## config.mk

```make
export PLATFORM = sky130hd
export DESIGN_NAME = utf8_validator_no_nul
export DESIGN_NICKNAME = d
export VERILOG_FILES = /design/src/hdl/u8v_pkg.sv /design/src/hdl/utf8_validator_no_nul.sv
export SDC_FILE = /design/constraint.sdc
export NUM_CORES = 1
export LEC_CHECK = 0
export ABC_CLOCK_PERIOD_IN_PS = 1900
export BUFFER_PORTS_ARGS = -buffer_cell sky130_fd_sc_hd__buf_4
export CORE_MARGIN = 2
export CORE_UTILIZATION = 52
export DETAILED_ROUTE_END_ITERATION = 12
export HOLD_SLACK_MARGIN = 0.12
export MAX_ROUTING_LAYER = met4
export PLACE_DENSITY = 0.72
export REMOVE_ABC_BUFFERS = 1
export SETUP_SLACK_MARGIN = 0.3
export SLEW_MARGIN = 0
export SYNTH_ARGS = -nofsm -noshare
export SYNTH_HDL_FRONTEND = slang
export SYNTH_SLANG_ARGS = --single-unit
```

## constraint.sdc

```tcl
create_clock -name clk -period 1.9 [get_ports clk]
set_clock_uncertainty 0.15 [all_clocks]
set_input_delay 0.095 -clock clk [delete_from_list [all_inputs] [get_ports clk]]
set_output_delay 0.095 -clock clk [all_outputs]
set_load 0.03 [all_outputs]
```

## src/hdl/u8v_pkg.sv

```systemverilog
package u8v_pkg;

    localparam logic [7:0]  ASCII_MAX      = 8'h7f;
    localparam logic [7:0]  LEAD2_MIN      = 8'hc2;
    localparam logic [7:0]  LEAD2_MAX      = 8'hdf;
    localparam logic [7:0]  LEAD3_MIN      = 8'he0;
    localparam logic [7:0]  LEAD3_MAX      = 8'hef;
    localparam logic [7:0]  LEAD4_MIN      = 8'hf0;
    localparam logic [7:0]  LEAD4_MAX      = 8'hf4;
    localparam logic [7:0]  CONT_MASK      = 8'hc0;
    localparam logic [7:0]  CONT_TAG       = 8'h80;
    localparam logic [20:0] CODE_MAX       = 21'h10ffff;
    localparam logic [20:0] SURR_MIN       = 21'h00d800;
    localparam logic [20:0] SURR_MAX       = 21'h00dfff;
    localparam logic [20:0] MIN_CODE2      = 21'h000080;
    localparam logic [20:0] MIN_CODE3      = 21'h000800;
    localparam logic [20:0] MIN_CODE4      = 21'h010000;

    localparam logic [2:0]  WIDTH1         = 3'd1;
    localparam logic [2:0]  WIDTH2         = 3'd2;
    localparam logic [2:0]  WIDTH3         = 3'd3;
    localparam logic [2:0]  WIDTH4         = 3'd4;

    function automatic logic code_ok(input logic [20:0] cp, input logic [2:0] width);
        logic ok;
        begin
            ok = 1'b1;
            if (width == WIDTH2 && cp < MIN_CODE2)
            begin
                ok = 1'b0;
            end
            if (width == WIDTH3 && cp < MIN_CODE3)
            begin
                ok = 1'b0;
            end
            if (width == WIDTH4 && cp < MIN_CODE4)
            begin
                ok = 1'b0;
            end
            if (cp > CODE_MAX)
            begin
                ok = 1'b0;
            end
            if (cp >= SURR_MIN && cp <= SURR_MAX)
            begin
                ok = 1'b0;
            end
            if (cp == 21'd0)
            begin
                ok = 1'b0;
            end
            return ok;
        end
    endfunction

endpackage

```

## src/hdl/utf8_validator_no_nul.sv

```systemverilog
// Strict UTF-8 checker that also rejects the NUL character.
// The input channel (in_valid, in_ready, byte_value, last_byte) carries one byte of
// the string per transaction; last_byte marks the final byte of a string.
// The output channel (out_valid, out_ready, text_valid) carries one verdict per
// string, produced only for the byte marked last.
// An accepted byte is held in an input register and then folded into the sequence
// state; the verdict for a string is registered in the output register (out_valid)
// when its last byte leaves the input register.
// Throughput is one byte per clock cycle, unless a last byte waits for the output.
// While a verdict waits on the output, bytes that are not last keep flowing; only a
// last byte waits in the input register until the output register is free, and
// in_ready then drops.
// Reset clears the sequence state, the error flag and both valid flags, so the first
// byte after reset begins a new string. After each verdict the state is cleared
// again in the same cycle.
module utf8_validator_no_nul
(
    input  logic       clk,
    input  logic       rst_n,
    input  logic       in_valid,
    output logic       in_ready,
    input  logic [7:0] byte_value,
    input  logic       last_byte,
    output logic       out_valid,
    input  logic       out_ready,
    output logic       text_valid
);

    logic        stg_valid_reg;
    logic [7:0]  stg_byte_reg;
    logic        stg_last_reg;

    logic        sticky_error_reg;
    logic        sticky_error_next;
    logic [1:0]  bytes_left_reg;
    logic [1:0]  bytes_left_next;
    logic [2:0]  seq_width_reg;
    logic [2:0]  seq_width_next;
    logic [20:0] code_accum_reg;
    logic [20:0] code_accum_next;

    logic        out_valid_reg;
    logic        text_valid_reg;

    logic        out_free;
    logic        stage_go;
    logic        verdict;

    assign out_free = !out_valid_reg || out_ready;
    assign stage_go = stg_valid_reg && (!stg_last_reg || out_free);
    assign in_ready = !stg_valid_reg || stage_go;
    assign out_valid = out_valid_reg;
    assign text_valid = text_valid_reg;

    always_comb
    begin
        sticky_error_next = sticky_error_reg;
        bytes_left_next = bytes_left_reg;
        seq_width_next = seq_width_reg;
        code_accum_next = code_accum_reg;
        if (!sticky_error_reg)
        begin
            if (bytes_left_reg == 2'd0)
            begin
                if (stg_byte_reg <= u8v_pkg::ASCII_MAX)
                begin
                    seq_width_next = u8v_pkg::WIDTH1;
                    code_accum_next = {13'd0, stg_byte_reg};
                    if (!u8v_pkg::code_ok({13'd0, stg_byte_reg}, u8v_pkg::WIDTH1))
                    begin
                        sticky_error_next = 1'b1;
                    end
                end
                else if (stg_byte_reg >= u8v_pkg::LEAD2_MIN
                         && stg_byte_reg <= u8v_pkg::LEAD2_MAX)
                begin
                    seq_width_next = u8v_pkg::WIDTH2;
                    bytes_left_next = 2'd1;
                    code_accum_next = {16'd0, stg_byte_reg[4:0]};
                end
                else if (stg_byte_reg >= u8v_pkg::LEAD3_MIN
                         && stg_byte_reg <= u8v_pkg::LEAD3_MAX)
                begin
                    seq_width_next = u8v_pkg::WIDTH3;
                    bytes_left_next = 2'd2;
                    code_accum_next = {17'd0, stg_byte_reg[3:0]};
                end
                else if (stg_byte_reg >= u8v_pkg::LEAD4_MIN
                         && stg_byte_reg <= u8v_pkg::LEAD4_MAX)
                begin
                    seq_width_next = u8v_pkg::WIDTH4;
                    bytes_left_next = 2'd3;
                    code_accum_next = {18'd0, stg_byte_reg[2:0]};
                end
                else
                begin
                    sticky_error_next = 1'b1;
                end
            end
            else if ((stg_byte_reg & u8v_pkg::CONT_MASK) != u8v_pkg::CONT_TAG)
            begin
                sticky_error_next = 1'b1;
            end
            else
            begin
                code_accum_next = {code_accum_reg[14:0], stg_byte_reg[5:0]};
                bytes_left_next = bytes_left_reg - 2'd1;
                if (bytes_left_next == 2'd0
                    && !u8v_pkg::code_ok(code_accum_next, seq_width_reg))
                begin
                    sticky_error_next = 1'b1;
                end
            end
        end
    end

    assign verdict = !sticky_error_next && (bytes_left_next == 2'd0);

    always_ff @(posedge clk or negedge rst_n)
    begin
        if (!rst_n)
        begin
            stg_valid_reg <= 1'b0;
        end
        else if (in_ready)
        begin
            stg_valid_reg <= in_valid;
        end
    end

    always_ff @(posedge clk)
    begin
        if (in_ready && in_valid)
        begin
            stg_byte_reg <= byte_value;
            stg_last_reg <= last_byte;
        end
    end

    always_ff @(posedge clk or negedge rst_n)
    begin
        if (!rst_n)
        begin
            sticky_error_reg <= 1'b0;
            bytes_left_reg <= 2'd0;
            seq_width_reg <= 3'd0;
            code_accum_reg <= 21'd0;
        end
        else if (stage_go)
        begin
            if (stg_last_reg)
            begin
                sticky_error_reg <= 1'b0;
                bytes_left_reg <= 2'd0;
                seq_width_reg <= 3'd0;
                code_accum_reg <= 21'd0;
            end
            else
            begin
                sticky_error_reg <= sticky_error_next;
                bytes_left_reg <= bytes_left_next;
                seq_width_reg <= seq_width_next;
                code_accum_reg <= code_accum_next;
            end
        end
    end

    always_ff @(posedge clk or negedge rst_n)
    begin
        if (!rst_n)
        begin
            out_valid_reg <= 1'b0;
        end
        else if (stage_go && stg_last_reg)
        begin
            out_valid_reg <= 1'b1;
        end
        else if (out_ready)
        begin
            out_valid_reg <= 1'b0;
        end
    end

    always_ff @(posedge clk)
    begin
        if (stage_go && stg_last_reg)
        begin
            text_valid_reg <= verdict;
        end
    end

`ifndef ASSERT_OFF
    a_verdict_registered: assert property (@(posedge clk) disable iff (!rst_n)
        stage_go && stg_last_reg |=> out_valid_reg)
        else $error("Verdict of a last byte did not reach the output register.");

    a_no_overwrite: assert property (@(posedge clk) disable iff (!rst_n)
        out_valid_reg && !out_ready |-> !(stage_go && stg_last_reg))
        else $error("A pending verdict was overwritten.");

    a_width_covers_left: assert property (@(posedge clk) disable iff (!rst_n)
        bytes_left_reg != 2'd0 |-> seq_width_reg > {1'b0, bytes_left_reg})
        else $error("Sequence width does not cover the continuation bytes due.");

    a_cleared_after_verdict: assert property (@(posedge clk) disable iff (!rst_n)
        stage_go && stg_last_reg |=> bytes_left_reg == 2'd0 && !sticky_error_reg)
        else $error("State was not cleared after a verdict.");
`endif

endmodule

```

==> summary.md, run 1 <==
| Metric | Value |
|---|---|
| Status | complete, but fails checks |
| Failing checks | setup timing |
| Width of the die | 60.85 um |
| Antenna violations before repair | 0 |
| Avg Cell Area, Syn | 10.98 um^2 |
| Detailed-route via count | 1649 |
| Area contributors post-synth | dfrtp_1 34%, edfxtp_1 18%, nand2_1 4.9%, a22o_1 3.6%, a22o_2 3.0% |
| Max Slew Vio Count | 0 |
| # IOs | 16 |
| Via/cell ratio | 6.040 |
| Hold path depth | 2 |
| Worst path bufs/invs | 0 |
| Main synth FF type | dfrtp_1 |
| First-pass GRT wire length | 8.093 mm |
| Synthesized flop and latch total | 33 |
| Die Ht | 60.85 um |
| Crit Path Class | reg -> reg |
| Row cnt | 20 |
| Netlist cell types | 51 |
| Worst EP required | 1.87 ns |
| Initial Util | 0.5504 |
| Sequential area share after synthesis | 0.5212 |
| Total core area | 3053 um^2 |
| CTS max path bufs | 2 |
| Final hold vios | 0 |
| Area share of the largest cell type after synthesis | 0.3425 |
| Vias in the first global route | 1726 |
| Final setup vio count | 21 |
| CTS tree | yes |
| Setup ws final | -0.1970 ns |
| Crit path depth | 6 |
| H-tree levels | 2 |
| Fillers | 168 |
| Max Freq | 476.9 MHz |
| IR drop worst, VDD | 0.0006554 V |
| # diodes | 0 |
| Layout cells sized above 1 | 0.4279 |
| Hold_ws | 0.3050 ns |
| Drt first pass iters | 4 |
| Max FFs per register | 15 |
| GR Overflow Total | 0 |
| Crit path cell chain | or4_4, nor3_4, a31oi_1, and4bb_1, nor4_1, and3_1 |
| WL/cell | 18.66 um |
| CP max stage delay | 0.54 ns |
| EDFF count, synth | 10 |
| Drt initial violations | 110 |
| Mapped Area | 1680 um^2 |
| Port bufs | 15 |
| Area growth, synth to finish | 48.47% |
| GP Congestion | 0.9532 |
| Max-cap violations | 0 |
| Full die area | 3702 um^2 |
| Max FO, Critical Path | 2 |
| Post-DP HPWL | 2.929 mm |
| Top-count cell post-synth | dfrtp_1 |
| Final min period | 2.097 ns |
| NumNets Final | 243 |
| Final WL | 5.094 mm |
| Clk_lat worst skew | 0.35 ns |
| Warnings from Yosys | 0 |
| Worst slew pin tran | 0.4232 ns |
| Root Driver | clkbuf_4 |
| Clock transition at path regs | 0.11 ns |
| Startpoint class of the critical path | flop |
| Largest area contributor in the netlist | dfrtp_1 |
| # placed instances | 241 |
| # DRC | 0 |
| Syn Inst Count | 153 |
| Critical path arrival | 2.06 ns |
| Post-route ant nets | 0 |
| Async set-reset flop share out of synthesis | 0.6970 |
| R2R cell count | 6 |
| Slowest-stage cell, CP | or4_4 |
| Post-Layout Cell Count | 273 |
| CP endpoint kind | flop |
| Cts bufs inserted | 5 |
| Crit path max-delay family | simple AND/OR/NAND/NOR gates |
| P per Cell Area | 931.1 nW/um^2 |
| Largest net degree at the start of global routing | 24 |
| Overall Global Routing Usage | 0.3141 |
| Final period utilization | 1.104 |
| Clock sink count | 33 |
| Leakage | 1.109 nW |
| RSZ-0062 raised after global routing | true |
| Most common library cells after synthesis | 23 x dfrtp_1, 22 x nand2_1, 10 x edfxtp_1, 9 x o21ai_0, 7 x a22o_1 |
| Worst slew margin | 0.7179 |
| Min-delay worst type | in -> reg |
==> worst paths after layout <==
kind / end / slack (ns) / from
setup / recovery: text_valid / -0.20 / code_accum_reg[7]
hold / removal: stg_byte_reg[3] / 0.30 / byte_value[3]
setup reg to reg: text_valid / -0.20 / code_accum_reg[7]
hold reg to reg: code_accum_reg[11] / 0.38 / code_accum_reg[11]
max in group asynchronous: sticky_error_reg / 0.80 / rst_n
min in group asynchronous: code_accum_reg[11] / 0.55 / rst_n
==> logic make-up (layout without fill, tap and decap cells) <==
family	after synthesis	after routing	synth area share
compound gates	46	46	0.2115
buf+inv	9	84	0.02605
flops	33	33	0.5212
fa+ha+maj	2	2	0.01489
simple gates	63	64	0.2264
==> where the power goes <==
group | total (mW) | internal [mW] | leakage (nW) | switching, mW
logic | 0.829 | 0.421 | 0.658 | 0.408
clock network | 0.579 | 0.314 | 0.0455 | 0.265
registers | 0.915 | 0.829 | 0.406 | 0.0868
total | 2.32 | 1.56 | 1.11 | 0.759
==> stage by stage <==
step                      worst slack [ns]  power (mW)  TNS, ns  area [um^2]  utilization
after floorplan                    -0.1320       1.258  -0.1320         1659            -
after global placement             -0.1323       1.537  -0.8997         2067       0.6770
after detailed placement           -0.1757       1.557   -1.379         2067       0.6770
after CTS                          -0.1567       2.207   -1.158         2416       0.7914
after global routing               -0.2861       2.412   -2.985         2495       0.8172
final                              -0.1970       2.323   -1.631         2495       0.8172
==> cells in the final DEF, fill, tap and decap left out, drive strengths merged, types with 3 or more instances in the layout <==
master / count
buf: 56
nand2: 24
dfrtp: 23
dlygate4sd3: 14
o21ai: 13
a22o: 12
edfxtp: 10
clkbuf: 7
nor2: 5
inv: 5
a21oi: 5
nand2b: 4
nor2b: 4
nand4: 3
or4: 3
nor4: 3
and3: 3
and2: 3
==> layer usage <==
metal,vias to the layer above,global-route usage,routed length (um)
met5,-,-,0
met4,0,0.1398,157
met3,18,0.07249,405
met2,92,0.5008,2522
met1,806,0.3789,2010
li1,733,-,-
==> timing repair <==
item,4_1_cts,5_1_grt
endpoints found under the hold margin,38,0
hold buffers,14,0
setup buffers,7,2
resized for setup,17,19
pin swaps,26,10
endpoints found under the setup margin,22,32
cloned,1,0
==> final cells by class <==
| class | count | area [um^2] | area share |
|---|---|---|---|
| Tap cell | 44 | 55.05 | 0.02207 |
| Timing Repair Buffer | 70 | 583.1 | 0.2337 |
| Sequential cell | 33 | 875.8 | 0.3511 |
| Inverter | 6 | 22.52 | 0.009027 |
| Clock buffer | 7 | 55.05 | 0.02207 |
| Clock inverter | 1 | 30.03 | 0.01204 |
| Multi-Input combinational cell | 112 | 873.3 | 0.3501 |
No activity file was read; power rests on OpenSTA's default activity.
==> run 2, diff against run 1 <==
--- a/config.mk
+++ b/config.mk
@@ -19,3 +19,4 @@
 export SYNTH_ARGS = -nofsm -noshare
 export SYNTH_HDL_FRONTEND = slang
 export SYNTH_SLANG_ARGS = --single-unit
+export TNS_END_PERCENT = 1
==> summary.md, run 2 (synthesized netlist as in run 1, its figures left out) <==
| Metric | Value |
|---|---|
| Status | complete, but fails checks |
| Failing checks | setup timing |
| Row cnt | 20 |
| P_int | 1.511 mW |
| # IOs | 16 |
| CTS tree | yes |
| Most frequent cells in the layout | 48 x buf_4, 23 x dfrtp_1, 21 x nand2_1, 14 x dlygate4sd3_1, 10 x edfxtp_1 |
| RR Startpoint | code_accum_reg[7] |
| Full die area | 3702 um^2 |
| Width of the die | 60.85 um |
| Setup ws final | -0.1583 ns |
| Antenna violations before repair | 0 |
| RSZ-0062 raised after global routing | true |
| DR top layer | met4 |
| Worst r2r dst | text_valid |
| Root Driver | clkbuf_4 |
| Post-DP HPWL | 2.929 mm |
| Via/cell ratio | 5.736 |
| Overall Global Routing Usage | 0.2860 |
| Final min period | 2.058 ns |
| Largest net degree at the start of global routing | 24 |
| HP Start | byte_value[6] |
| Layout cells sized above 1 | 0.3801 |
| Worst slew margin | 0.7358 |
| Routed wl met3 | 222 um |
| Crit Path Class | reg -> reg |
| # diodes | 0 |
| Total core area | 3053 um^2 |
| Clk_lat worst skew | 0.34 ns |
| GP Congestion | 0.9532 |
| Startpoint class of the critical path | flop |
| Max FFs per register | 15 |
| CP startpoint | code_accum_reg[7] |
| # placed instances | 241 |
| Metal2 WL | 2.176 mm |
| P_sw | 675.3 uW |
| Sw Ratio | 0.3089 |
| H-tree levels | 2 |
| Worst EP required | 1.85 ns |
| CTS max path bufs | 2 |
| R2R cell count | 6 |
| Multi-input gate area | 805.8 um^2 |
| Max Slew Vio Count | 0 |
| Drt first pass iters | 4 |
| CP endpoint kind | flop |
| Drt initial violations | 80 |
| Reg2Reg Setup Slack | -0.16 ns |
| Worst slew pin tran | 0.3927 ns |
| Hold path depth | 2 |
| Cts bufs inserted | 5 |
| Area growth, synth to finish | 40.21% |
| Clk pwr share | 0.255 |
| Final WL | 4.347 mm |
| Min-delay worst type | in -> reg |
| Clock transition at path regs | 0.10 ns |
| WL/cell | 16.40 um |
| Port bufs | 15 |
| IR drop worst, VDD | 0.0006463 V |
| Hold Path End | stg_byte_reg[6] |
| Detailed-route via count | 1520 |
| Clock sink count | 33 |
| Reg area | 875.8 um^2 |
| Initial Util | 0.5504 |
| Final period utilization | 1.083 |
| Met1 Wirelength | 1.859 mm |
| Leading cell type in the layout, fill and taps excluded | buf_4 |
| Fillers | 196 |
| Max-cap violations | 0 |
| # DRC | 0 |
| Max Freq | 485.8 MHz |
| Worst slack, placed | -0.1757 ns |
| Final hold vios | 0 |
| Sequential power share | 0.416 |
| First-pass GRT wire length | 7.424 mm |
| Critical path arrival | 2.01 ns |
| Post-route ant nets | 0 |
| Final setup vio count | 17 |
| Max FO, Critical Path | 2 |
| GR Overflow Total | 0 |
| Power consumption | 2.186 mW |
| Leakage | 1.041 nW |
| Die Ht | 60.85 um |
| Combinational power share | 0.329 |
| Vias in the first global route | 1639 |
| P per Cell Area | 928.0 nW/um^2 |
| NumNets Final | 235 |
| Post-Layout Cell Count | 265 |
-- run 2: layout make-up --
type / instances / share of cell area
Clock inverter: 1 / 0.01275
Tap cell: 44 / 0.02337
Multi-Input combinational cell: 111 / 0.3420
Sequential cell: 33 / 0.3717
Inverter: 6 / 0.009559
Timing Repair Buffer: 63 / 0.2172
Clock buffer: 7 / 0.02337
-- run 2: power by group through the flow --
stage | clock network, mW | registers (mW) | logic (mW)
3_3_place_gp | 0 | 0.911 | 0.626
3_5_place_dp | 0 | 0.918 | 0.638
6_report | 0.558 | 0.909 | 0.719
4_1_cts | 0.564 | 0.903 | 0.692
2_1_floorplan | 0 | 0.923 | 0.335
5_1_grt | 0.590 | 0.919 | 0.792
-- run 2: worst max-delay path by stage --
stage          depth (start not counted)  slack, ns    endpoint
2_1_floorplan                          6      -0.13  text_valid
3_3_place_gp                           6      -0.13  text_valid
3_5_place_dp                           6      -0.18  text_valid
4_1_cts                                6      -0.16  text_valid
5_1_grt                                6      -0.23  text_valid
6_report                               6      -0.16  text_valid
-- run 2: metal layers --
metal  GRT usage  vias to the layer above
met1      0.3451                      738
met2      0.4547                       49
met4      0.1211                        0
met3     0.07249                       13
li1            -                      720
met5           -                        -
-- run 2: stage by stage --
stage                     area (um^2)  hold slack, ns  setup TNS (ns)    util
after floorplan                  1659         -0.3506         -0.1320       -
after global placement           2067         -0.1472         -0.8997  0.6770
after detailed placement         2067         -0.1352          -1.379  0.6770
after CTS                        2340          0.3000          -1.351  0.7664
after global routing             2356          0.3344          -2.619  0.7717
final                            2356          0.3314          -1.292  0.7717
-- run 2: what timing repair did --
item                                    in CTS  in global routing
hold buffers                                14                  0
setup buffers                                2                  0
pin swaps                                   21                  7
hold endpoints to repair                    37                  0
endpoints found under the setup margin      22                 32
resized for setup                           10                  5
-- run 2: critical path, cell delays in order, from the launching register on --
cell	delay, ns
dfrtp_1	0.40
or4_4	0.55
nor3_4	0.14
a31oi_1	0.10
and4bb_1	0.27
nor4_1	0.07
and3_1	0.15
